## config.mk

```make
export PLATFORM = sky130hd
export DESIGN_NAME = serial_baud_rate_pacer_flat
export DESIGN_NICKNAME = d
export VERILOG_FILES = /design/src/rtl/sbrp_pkg.sv /design/src/rtl/sbrp_if.sv /design/src/rtl/serial_baud_rate_pacer.sv /design/src/flat_wrapper.sv
export SDC_FILE = /design/constraint.sdc
export NUM_CORES = 2
export LEC_CHECK = 0
export BUFFER_PORTS_ARGS = -buffer_cell sky130_fd_sc_hd__buf_4
export CORE_MARGIN = 1
export CORE_UTILIZATION = 60
export CTS_CLUSTER_DIAMETER = 80
export DETAILED_ROUTE_END_ITERATION = 16
export PLACE_DENSITY = 0.79
export SKIP_CTS_REPAIR_TIMING = 1
export SLEW_MARGIN = 0
export SYNTH_ARGS = -nofsm -noshare
export SYNTH_HDL_FRONTEND = slang
export SYNTH_SLANG_ARGS = --single-unit
```

## constraint.sdc

```tcl
create_clock -name clk -period 6.6 [get_ports clk]
set_input_delay 0 -clock clk [delete_from_list [all_inputs] [get_ports clk]]
set_output_delay 0 -clock clk [all_outputs]
set_load 0.03 [all_outputs]
```

## src/rtl/sbrp_pkg.sv

```systemverilog
package sbrp_pkg;

  localparam int SCALE_SHIFT = 8;

  localparam int SPEED_W  = 24;
  localparam int FMT_W    = 4;
  localparam int RATE_W   = 14;
  localparam int BITS_W   = 4;
  localparam int PERIOD_W = 20;
  localparam int CREDIT_W = 32;
  localparam int QUOTA_W  = 24;

  // frame is at least 7 bits, so the scaled rate stays below 2^(speed + shift - 2)
  localparam int SCALED_W = SPEED_W + SCALE_SHIFT - 2;
  localparam int DVD_W    = SCALED_W + PERIOD_W;
  localparam int CNT_W    = $clog2(DVD_W + 1);

  localparam int CFG_IDX_W  = 3;
  localparam int CFG_DATA_W = 24;

  typedef logic [1:0] action_t;
  localparam action_t ACT_APPLY = 2'd0;
  localparam action_t ACT_TICK  = 2'd1;
  localparam action_t ACT_OFFER = 2'd2;

  typedef logic [CFG_IDX_W-1:0] cfg_idx_t;
  localparam cfg_idx_t REG_FLOW_ENABLE  = 3'd0;
  localparam cfg_idx_t REG_LOCAL_FMT    = 3'd1;
  localparam cfg_idx_t REG_REMOTE_FMT   = 3'd2;
  localparam cfg_idx_t REG_LOCAL_SPEED  = 3'd3;
  localparam cfg_idx_t REG_REMOTE_SPEED = 3'd4;
  localparam cfg_idx_t REG_TICK_RATE    = 3'd5;

  function automatic logic [BITS_W-1:0] frame_bits(input logic [FMT_W-1:0] fmt);
    return 4'd7 + {2'b00, fmt[1:0]} + {3'b000, fmt[2]} + {3'b000, fmt[3]};
  endfunction

endpackage

```

## src/rtl/sbrp_if.sv

```systemverilog
interface sbrp_in_if import sbrp_pkg::*; ();
  logic    valid;
  logic    ready;
  action_t action;
  logic [7:0] char_byte;
  logic    receiver_room;

  modport source (output valid, action, char_byte, receiver_room, input ready);
  modport sink (input valid, action, char_byte, receiver_room, output ready);
endinterface

interface sbrp_out_if;
  logic       valid;
  logic       ready;
  logic       forwarded;
  logic [7:0] out_byte;
  logic       quota_blocked;

  modport source (output valid, forwarded, out_byte, quota_blocked, input ready);
  modport sink (input valid, forwarded, out_byte, quota_blocked, output ready);
endinterface

```

## src/rtl/serial_baud_rate_pacer.sv

```systemverilog
// Paces characters on one direction of a virtual serial link. Tick and character-offer
// beats need no divider, and a new beat is taken every cycle while the result
// register drains. An apply-settings beat runs three restoring divisions on one shared
// one-bit-per-cycle divider (DVD_W steps plus one each) and one multiply, and input
// ready stays low until it returns to idle. When flow is disabled or the speed is zero,
// apply-settings skips the divider and its result is registered straight from idle.
module serial_baud_rate_pacer import sbrp_pkg::*; (
  input  logic                  clk,
  input  logic                  rst,
  sbrp_in_if.sink               in_ch,
  sbrp_out_if.source            out_ch,
  input  logic                  wr_en,
  input  cfg_idx_t              wr_index,
  input  logic [CFG_DATA_W-1:0] wr_data
);

  localparam logic [2:0] S_IDLE        = 3'd0;
  localparam logic [2:0] S_DIV_SCALED  = 3'd1;
  localparam logic [2:0] S_DIV_PERIOD  = 3'd2;
  localparam logic [2:0] S_MUL         = 3'd3;
  localparam logic [2:0] S_DIV_CREDITS = 3'd4;

  logic [2:0]             state;

  logic                   flow_enable;
  logic [FMT_W-1:0]       local_fmt;
  logic [FMT_W-1:0]       remote_fmt;
  logic [SPEED_W-1:0]     local_speed;
  logic [SPEED_W-1:0]     remote_speed;
  logic [RATE_W-1:0]      tick_rate;

  logic [PERIOD_W-1:0]    tick_period;
  logic [PERIOD_W-1:0]    period_countdown;
  logic [CREDIT_W-1:0]    credits_per_period;
  logic [SCALE_SHIFT-1:0] fraction_residue;
  logic [QUOTA_W-1:0]     char_quota;

  logic [PERIOD_W-1:0]    period_r;
  logic [DVD_W-1:0]       dvd;
  logic [SCALED_W-1:0]    dvs;
  logic [SCALED_W-1:0]    rem;
  logic [CNT_W-1:0]       cnt;

  logic                   out_valid;
  logic                   fwd;
  logic [7:0]             obyte;
  logic                   blocked;

  logic                   in_accept;
  logic [BITS_W-1:0]      lbits;
  logic [BITS_W-1:0]      rbits;
  logic [BITS_W-1:0]      bits;
  logic [SPEED_W-1:0]     speed;
  logic [RATE_W-1:0]      hz;
  logic [SCALED_W:0]      rem_shift;
  logic                   ge;
  logic [SCALED_W:0]      diff;
  logic [SCALED_W-1:0]    scaled;
  logic [PERIOD_W-1:0]    period_q;
  logic [DVD_W-1:0]       product;
  logic [CREDIT_W:0]      acc;
  logic [CREDIT_W:0]      qfull;

  assign in_ch.ready     = (state == S_IDLE) && (!out_valid || out_ch.ready);
  assign in_accept       = in_ch.valid && in_ch.ready;
  assign out_ch.valid    = out_valid;
  assign out_ch.forwarded     = fwd;
  assign out_ch.out_byte      = obyte;
  assign out_ch.quota_blocked = blocked;

  assign lbits = frame_bits(local_fmt);
  assign rbits = frame_bits(remote_fmt);
  assign bits  = (lbits > rbits) ? lbits : rbits;
  assign speed = (local_speed < remote_speed) ? local_speed : remote_speed;
  assign hz    = (tick_rate == '0) ? RATE_W'(1) : tick_rate;

  // shared divider step
  assign rem_shift = {rem, dvd[DVD_W-1]};
  assign ge        = rem_shift >= {1'b0, dvs};
  assign diff      = rem_shift - {1'b0, dvs};

  assign scaled   = (dvd[SCALED_W-1:0] == '0) ? SCALED_W'(1) : dvd[SCALED_W-1:0];
  assign period_q = (|dvd[DVD_W-1:PERIOD_W]) ? '1 :
                    (dvd[PERIOD_W-1:0] == '0) ? PERIOD_W'(1) : dvd[PERIOD_W-1:0];
  assign product  = {{PERIOD_W{1'b0}}, dvs} * {{SCALED_W{1'b0}}, period_r};

  assign acc   = {1'b0, credits_per_period}
               + {{(CREDIT_W + 1 - SCALE_SHIFT){1'b0}}, fraction_residue};
  assign qfull = acc >> SCALE_SHIFT;

  always_ff @(posedge clk) begin
    if (rst) begin
      state              <= S_IDLE;
      out_valid          <= 1'b0;
      flow_enable        <= 1'b0;
      local_fmt          <= FMT_W'(3);
      remote_fmt         <= FMT_W'(3);
      local_speed        <= SPEED_W'(9600);
      remote_speed       <= SPEED_W'(9600);
      tick_rate          <= RATE_W'(1000);
      tick_period        <= '0;
      period_countdown   <= '0;
      credits_per_period <= '0;
      fraction_residue   <= '0;
      char_quota         <= '0;
    end else begin
      if (wr_en) begin
        unique case (wr_index)
          REG_FLOW_ENABLE:  flow_enable  <= wr_data[0];
          REG_LOCAL_FMT:    local_fmt    <= wr_data[FMT_W-1:0];
          REG_REMOTE_FMT:   remote_fmt   <= wr_data[FMT_W-1:0];
          REG_LOCAL_SPEED:  local_speed  <= wr_data[SPEED_W-1:0];
          REG_REMOTE_SPEED: remote_speed <= wr_data[SPEED_W-1:0];
          REG_TICK_RATE:    tick_rate    <= wr_data[RATE_W-1:0];
          default: ;
        endcase
      end

      if (out_valid && out_ch.ready) begin
        out_valid <= 1'b0;
      end

      unique case (state)
        S_IDLE: begin
          if (in_accept) begin
            fwd     <= 1'b0;
            obyte   <= '0;
            blocked <= 1'b0;
            case (in_ch.action)
              ACT_APPLY: begin
                if (!flow_enable || speed == '0) begin
                  tick_period <= '0;
                  out_valid   <= 1'b1;
                end else begin
                  dvd   <= {{(DVD_W - SPEED_W - SCALE_SHIFT){1'b0}}, speed,
                            {SCALE_SHIFT{1'b0}}};
                  dvs   <= {{(SCALED_W - BITS_W){1'b0}}, bits};
                  rem   <= '0;
                  cnt   <= CNT_W'(DVD_W);
                  state <= S_DIV_SCALED;
                end
              end
              ACT_TICK: begin
                out_valid <= 1'b1;
                if (tick_period != '0) begin
                  if (period_countdown > PERIOD_W'(1)) begin
                    period_countdown <= period_countdown - PERIOD_W'(1);
                  end else begin
                    period_countdown <= tick_period;
                    char_quota       <= (|qfull[CREDIT_W:QUOTA_W]) ? '1
                                                                  : qfull[QUOTA_W-1:0];
                    fraction_residue <= acc[SCALE_SHIFT-1:0];
                  end
                end
              end
              ACT_OFFER: begin
                out_valid <= 1'b1;
                if (in_ch.receiver_room) begin
                  if (tick_period != '0 && char_quota == '0) begin
                    blocked <= 1'b1;
                  end else begin
                    if (char_quota != '0) begin
                      char_quota <= char_quota - QUOTA_W'(1);
                    end
                    fwd   <= 1'b1;
                    obyte <= in_ch.char_byte;
                  end
                end
              end
              default: out_valid <= 1'b1;
            endcase
          end
        end
        S_DIV_SCALED, S_DIV_PERIOD, S_DIV_CREDITS: begin
          if (cnt != '0) begin
            rem <= ge ? diff[SCALED_W-1:0] : rem_shift[SCALED_W-1:0];
            dvd <= {dvd[DVD_W-2:0], ge};
            cnt <= cnt - CNT_W'(1);
          end else if (state == S_DIV_SCALED) begin
            dvd   <= {{(DVD_W - RATE_W - SCALE_SHIFT){1'b0}}, hz, {SCALE_SHIFT{1'b0}}};
            dvs   <= scaled;
            rem   <= '0;
            cnt   <= CNT_W'(DVD_W);
            state <= S_DIV_PERIOD;
          end else if (state == S_DIV_PERIOD) begin
            period_r <= period_q;
            state    <= S_MUL;
          end else begin
            credits_per_period <= (|dvd[DVD_W-1:CREDIT_W]) ? '1 : dvd[CREDIT_W-1:0];
            tick_period        <= period_r;
            period_countdown   <= period_r;
            out_valid          <= 1'b1;
            state              <= S_IDLE;
          end
        end
        S_MUL: begin
          dvd   <= product;
          dvs   <= {{(SCALED_W - RATE_W){1'b0}}, hz};
          rem   <= '0;
          cnt   <= CNT_W'(DVD_W);
          state <= S_DIV_CREDITS;
        end
        default: state <= S_IDLE;
      endcase
    end
  end

endmodule

```

## src/flat_wrapper.sv

```systemverilog
// flat-port wrapper written by rule: the top's interface ports become plain ports
module serial_baud_rate_pacer_flat import sbrp_pkg::*;
  (clk, rst, wr_en, wr_index, wr_data, in_ch_valid, in_ch_action, in_ch_char_byte, in_ch_receiver_room, in_ch_ready, out_ch_valid, out_ch_forwarded, out_ch_out_byte, out_ch_quota_blocked, out_ch_ready);
  sbrp_in_if in_ch_i ();
  sbrp_out_if out_ch_i ();
  input  logic clk;
  input  logic rst;
  input  logic wr_en;
  input  cfg_idx_t wr_index;
  input  logic [CFG_DATA_W-1:0] wr_data;
  input wire logic [$bits(in_ch_i.valid)-1:0] in_ch_valid;
  input wire logic [$bits(in_ch_i.action)-1:0] in_ch_action;
  input wire logic [$bits(in_ch_i.char_byte)-1:0] in_ch_char_byte;
  input wire logic [$bits(in_ch_i.receiver_room)-1:0] in_ch_receiver_room;
  output wire logic [$bits(in_ch_i.ready)-1:0] in_ch_ready;
  output wire logic [$bits(out_ch_i.valid)-1:0] out_ch_valid;
  output wire logic [$bits(out_ch_i.forwarded)-1:0] out_ch_forwarded;
  output wire logic [$bits(out_ch_i.out_byte)-1:0] out_ch_out_byte;
  output wire logic [$bits(out_ch_i.quota_blocked)-1:0] out_ch_quota_blocked;
  input wire logic [$bits(out_ch_i.ready)-1:0] out_ch_ready;
  assign in_ch_i.valid = in_ch_valid;
  assign in_ch_i.action = in_ch_action;
  assign in_ch_i.char_byte = in_ch_char_byte;
  assign in_ch_i.receiver_room = in_ch_receiver_room;
  assign in_ch_ready = in_ch_i.ready;
  assign out_ch_valid = out_ch_i.valid;
  assign out_ch_forwarded = out_ch_i.forwarded;
  assign out_ch_out_byte = out_ch_i.out_byte;
  assign out_ch_quota_blocked = out_ch_i.quota_blocked;
  assign out_ch_i.ready = out_ch_ready;
  serial_baud_rate_pacer u_core (.clk(clk), .rst(rst), .in_ch(in_ch_i), .out_ch(out_ch_i), .wr_en(wr_en), .wr_index(wr_index), .wr_data(wr_data));
endmodule
```

## Word level (Yosys, flattened, before mapping)

Cells that the tools add are included.
Widths: inputs -> output; s select.

- Add/subtract/negate cells: 11
- Multiply operators: 1
- $lt $le $gt $ge: 4
- Eq/ne operators: 27
- Multiplexer cells: 67
- Bitwise gates (word level): 7
- Reductions and logical operators: 44

Operators by type and width:

| operator | count |
|---|---|
| $mux 30 | 12 |
| $mux 50 | 5 |
| $mux 20 | 11 |
| $pmux 30 s3 | 2 |
| $mux 24 | 7 |
| $pmux 50 s3 | 1 |
| $pmux 20 s2 | 2 |
| $mul 30x20->50 | 1 |
| $logic_not 24->1 | 2 |
| $pmux 24 s2 | 1 |
| $add 32x8->33 | 1 |
| $mux 32 | 1 |
| $ge 31x30->1 | 1 |
| $reduce_or 31->1 | 1 |
| $logic_not 30->1 | 1 |
| $mux 6 | 5 |
| $reduce_or 30->1 | 1 |
| $sub 30x30->30 | 1 |
| $lt 24x24->1 | 1 |
| $reduce_bool 24->1 | 1 |
| $sub 24x1->24 const B | 1 |
| $ne 2x2->1 const B | 11 |
| $reduce_and 7->1 | 3 |
| $gt 20x1->1 const B | 1 |
| 40 further kinds | 87 |

- Bits in registers: 325
- Input bits: 43
- Logic and storage cells: 183

## Longest topological paths before layout

- Depth in word-level cells: 9
- Depth in mapped cells: 26

## Worst setup path before layout

No wires, ideal clock.

- Path kind: reg-to-reg
- From: reg u_core.period_r[4]
- To: reg u_core.dvd[48] (data pin)
- Arrival: 6,821 ps
- Data required time: 6,343 ps
- Slack: -477 ps
- Cell stages (with the launch flop): 24
- Period minus slack after synthesis: 7,077 ps
- Cells stage by stage: edfxtp_1 > clkbuf_1 > and2_1 > fa_1 > fa_1 > inv_1 > fa_1 > inv_1 > fa_1 > fa_1 > fa_1 > inv_1 > fa_1 > inv_1 > ha_1 > a21o_1 > a21o_1 > a221oi_1 > o21ai_0 > a41o_1 > a211oi_1 > a21oi_1 > or3_1 > a32o_1

- Longest elaborated chain between the ends: 2

RTL lines:

| item | RTL line | RTL |
|---|---|---|
| start: declaration | serial_baud_rate_pacer.sv:38 | `logic [PERIOD_W-1:0] period_r;` |
| start signal: assignment | serial_baud_rate_pacer.sv:186 | `period_r <= period_q;` |
| $mul 30x20->50 | serial_baud_rate_pacer.sv:85 | `assign product = {{PERIOD_W{1'b0}}, dvs} * {{SCALED_W{1'b0}}, period_r};` |
| $pmux 50 s3 | serial_baud_rate_pacer.sv:123 | `unique case (state)` |
| end signal: assignment | serial_baud_rate_pacer.sv:135 | `dvd <= {{(DVD_W - SPEED_W - SCALE_SHIFT){1'b0}}, speed,` |
| end signal: assignment | serial_baud_rate_pacer.sv:177 | `dvd <= {dvd[DVD_W-2:0], ge};` |
| end signal: assignment | serial_baud_rate_pacer.sv:180 | `dvd <= {{(DVD_W - RATE_W - SCALE_SHIFT){1'b0}}, hz, {SCALE_SHIFT{1'b0}}};` |
| end: declaration | serial_baud_rate_pacer.sv:39 | `logic [DVD_W-1:0] dvd;` |

No other way between the ends.
A chain may end at the register's enable or synchronous reset.

## Final worst setup path

- From: reg u_core.dvs[3]
- To: reg u_core.dvd[46] (data pin)

- Longest elaborated chain between the ends: 2

RTL lines:

| item | RTL line | RTL |
|---|---|---|
| start: declaration | serial_baud_rate_pacer.sv:40 | `logic [SCALED_W-1:0] dvs;` |
| start signal: assignment | serial_baud_rate_pacer.sv:137 | `dvs <= {{(SCALED_W - BITS_W){1'b0}}, bits};` |
| start signal: assignment | serial_baud_rate_pacer.sv:181 | `dvs <= scaled;` |
| start signal: assignment | serial_baud_rate_pacer.sv:198 | `dvs <= {{(SCALED_W - RATE_W){1'b0}}, hz};` |
| $mul 30x20->50 | serial_baud_rate_pacer.sv:85 |  |
| $pmux 50 s3 | serial_baud_rate_pacer.sv:123 |  |

No other way between the ends.

==> flow_metrics.py <==
metrics = {
    "place": {
        "placed_area_sq_um": 40510,
        "place_congestion": 0.9904,
        "place_hpwl_microns": 79750,
        "io_buffers": 54,
        "place_inst": 5150,
    },
    "drt": {
        "wire_per_inst_microns": 20.20,
        "drt_iter0_drc": 3017,
        "viasPerCell": 5.940,
        "antenna_left": 0,
        "drc": 0,
        "wirelength_microns": 107100,
        "vias": 31500,
        "dr.pass1.iters": 8,
    },
    "worst_setup_path": {
        "critical_path_class": "flip-flop to flip-flop",
        "slowest_stage": "fa_2",
        "critPathLaunchType": "flip-flop",
        "arrival_ps": 7390,
        "worstPathCellList": "buf_12, and2_4, fa_1, inv_2, fa_1, inv_2, fa_2, fa_1, fa_1, fa_1, inv_2, fa_1, inv_2, ha_4, buf_6, o211a_1, a21oi_4, nor4_4, a21boi_4, a31oi_4, o311ai_4, o21ai_1, xnor2_1, o21ai_0",
        "cp-end-kind": "flip-flop",
        "cp_max_fo": 6,
        "crit_top_cell": "fa_1",
        "cp.required_ps": 6850,
        "max_stage_delay_ps": 570,
    },
    "sta": {
        "fin_crit_sh_pct": 108.2,
        "fin_skew_ps": 41.93,
        "min_period_ps": 7139,
        "finalSetupViolations": 29,
        "worst-slew-pin-transition_ps": 1098,
        "slew_viol_final": 0,
        "setup_tns_ps": -7881,
        "relSlewSlack_pct": 26.60,
        "hold_viol_final": 1,
        "fmax_mhz": 140.1,
        "timing.final.ws_setup_ps": -538.9,
        "holdWs_ps": -26.98,
        "rsz0062_at_grt": "yes",
    },
    "worst_hold_path": {
        "hold_path_class": "input pin to flip-flop",
    },
    "grt": {
        "grtUsageMet2_pct": 53.71,
        "grtUsageTotal_pct": 33.04,
        "grt_max_degree": 89,
        "antenna_found_initial": 1,
        "grt_pass1_wl_microns": 165200,
        "grt_use_met1_pct": 45.39,
        "busiest_layer": "met2",
        "grt_pass1_vias": 30920,
        "use_met3_pct": 4.784,
        "grt_overflow": 0,
    },
    "clock_network": {
        "worstSkewPairLatency_ps": 560,
        "clk_pin_slew_worst_paths_ps": 60,
        "numCtsBuffers": 37,
        "clockBufferDepth": 3,
        "cts_root_buffer": "clkbuf_16",
        "htree_num_levels": 2,
        "clock-sinks": 325,
        "cts_tree": "yes",
    },
    "outcome": {
        "violations": "hold timing, setup timing",
        "status": "finished with violations",
    },
    "finish": {
        "fin_area_sq_um": 43790,
        "diodes": 0,
        "syn2layout_area_growth_pct": 17.54,
        "drive_gt1_share_pct": 15.06,
        "nNetsFinal": 5277,
        "stdcell_count": 5303,
    },
    "logic_synthesis": {
        "ys_ff_latch": 325,
        "synth.most_common_cell": "inv_1",
        "synth_edf_count": 146,
        "synth_area_leaders": "fa_1, edfxtp_1, dfxtp_1",
        "yosysSeqAreaShare_pct": 21.39,
        "synth_cells": 4268,
        "synth_common_cells": "inv_1, nand2_1, fa_1",
        "synth_area_sq_um": 37260,
        "postSynth.asyncResetShare_pct": 0,
        "yosys_warnings": 0,
        "ys_types": 78,
        "synth_ff_type": "dfxtp_1",
        "syn-num-nets": 5052,
        "syn_area_per_cell_sq_um": 8.729,
        "yosysTopAreaCell": "fa_1",
        "netlist.area_leader.share_pct": 27.08,
    },
    "power": {
        "peakVddDrop_mv": 0.1925,
        "p_leak_nw": 19.84,
        "power-per-cell-area_nw_per_um2": 124.4,
    },
    "floorplanning": {
        "die_area_sq_um": 63090,
        "ios": 55,
        "dieWidth_microns": 251.2,
        "fp.dieH_microns": 251.2,
        "fp-row-count": 90,
        "start_util_pct": 61.27,
        "core_sq_um": 60810,
    },
    "flow_run": {
        "cap_violations": 0,
    },
}
-- cell families (layout without fill, tap and decap cells) --
family	count (synthesis)	count (layout)	synth area share (%)
AO/OA/AOI/OAI	630	630	10.70
adder cells (fa/ha/maj)	741	741	35.04
buffers and inverters	902	1155	9.115
multiplexers	74	74	2.005
flip-flops	325	325	21.39
XOR/XNOR	113	113	2.657
AND/OR/NAND/NOR	1483	1483	19.10
-- path summary, 6_finish.rpt --
check,startpoint,end,slack [ps],depth (start not counted)
max,u_core.dvs[3]$_DFFE_PP_,u_core.dvd[46]$_DFFE_PP_,-540,24
min,wr_index[1],u_core.local_fmt[1]$_SDFFE_PP1P_,-30,5
max reg2reg,u_core.dvs[3]$_DFFE_PP_,u_core.dvd[46]$_DFFE_PP_,-540,24
min reg2reg,u_core.tick_period[12]$_SDFFE_PP0P_,u_core.tick_period[12]$_SDFFE_PP0P_,470,2
-- worst max-delay path: cells and delay by family (launching register included) --
kind / cells / cell delay [ps]
xor+xnor: 1 / 160
flops: 1 / 450
buf+inv: 6 / 460
simple gates: 2 / 490
compound gates: 7 / 1270
fa+ha+maj: 8 / 3960
-- cells in the final DEF (no fill, tap or decap), types with 17 or more instances in the layout --
cell type      count
ha_1             217
nand3_1           44
a211oi_1          47
fa_1             486
dfxtp_1          179
nand3b_1          19
o21ai_0           94
nand2_1          616
buf_4            321
nand2b_1          32
fa_2              18
inv_2             28
buf_6             24
ha_4              20
nor3_1           100
a31oi_1           19
clkbuf_16         46
inv_1            628
nand4_1           27
xor2_1            34
nor2_1           211
xnor2_1           62
a21o_1            41
a21oi_2           18
mux2i_1           69
nor2b_1           17
nor4_1            42
buf_12            40
dlygate4sd3_1     37
and2_1           276
a21oi_1          203
edfxtp_1         146
-- metrics by stage --
| step | setup WS [ps] | hold WS (ps) | utilization (%) | total power, mW |
|---|---|---|---|---|
| 3_5_place_dp | -687.9 | 245.2 | 66.61 | 3.103 |
| 2_1_floorplan | -141.6 | 124.0 | - | 2.743 |
| 4_1_cts | -795.0 | -322.6 | 68.70 | 5.246 |
| 5_1_grt | -740.9 | 13.47 | 72.01 | 5.621 |
| 3_3_place_gp | -599.1 | 232.6 | 66.61 | 3.096 |
| 6_report | -538.9 | -26.98 | 72.01 | 5.449 |
-- power by group --
part	total [mW]	internal, mW	switching, mW
combinational	1.16	0.524	0.635
clock	2.16	1.25	0.911
sequential	2.13	2.11	0.0210
-- flip-flops by register name, summed over array words and instances (netlist names), 20 cells and up --
name,cells
u_core.char_quota,24
u_core.credits_per_period,32
u_core.dvd,50
u_core.dvs,30
u_core.local_speed,24
u_core.period_countdown,20
u_core.period_r,20
u_core.rem,30
u_core.remote_speed,24
u_core.tick_period,20
-- per-layer routing --
| metal | wire (microns) | share of wire, % | up-vias |
|---|---|---|---|
| li1 | - | - | 14220 |
| met1 | 43160 | 40 | 15530 |
| met2 | 49950 | 47 | 1475 |
| met3 | 9779 | 9.1 | 278 |
| met4 | 4243 | 4.0 | 0 |
| met5 | 0 | 0 | - |
-- layout make-up --
| cell class | count | area (sq um) |
|---|---|---|
| well taps | 782 | 978.4 |
| flip-flops and latches | 325 | 7968 |
| inverters | 656 | 2462 |
| fillers | 4278 | 17020 |
| clock inverters | 22 | 240.2 |
| repair buffers | 432 | 4074 |
| clock buffers | 45 | 1027 |
| multi-input cells | 3041 | 27040 |
Note: power is estimated with default switching activity, not from simulation.
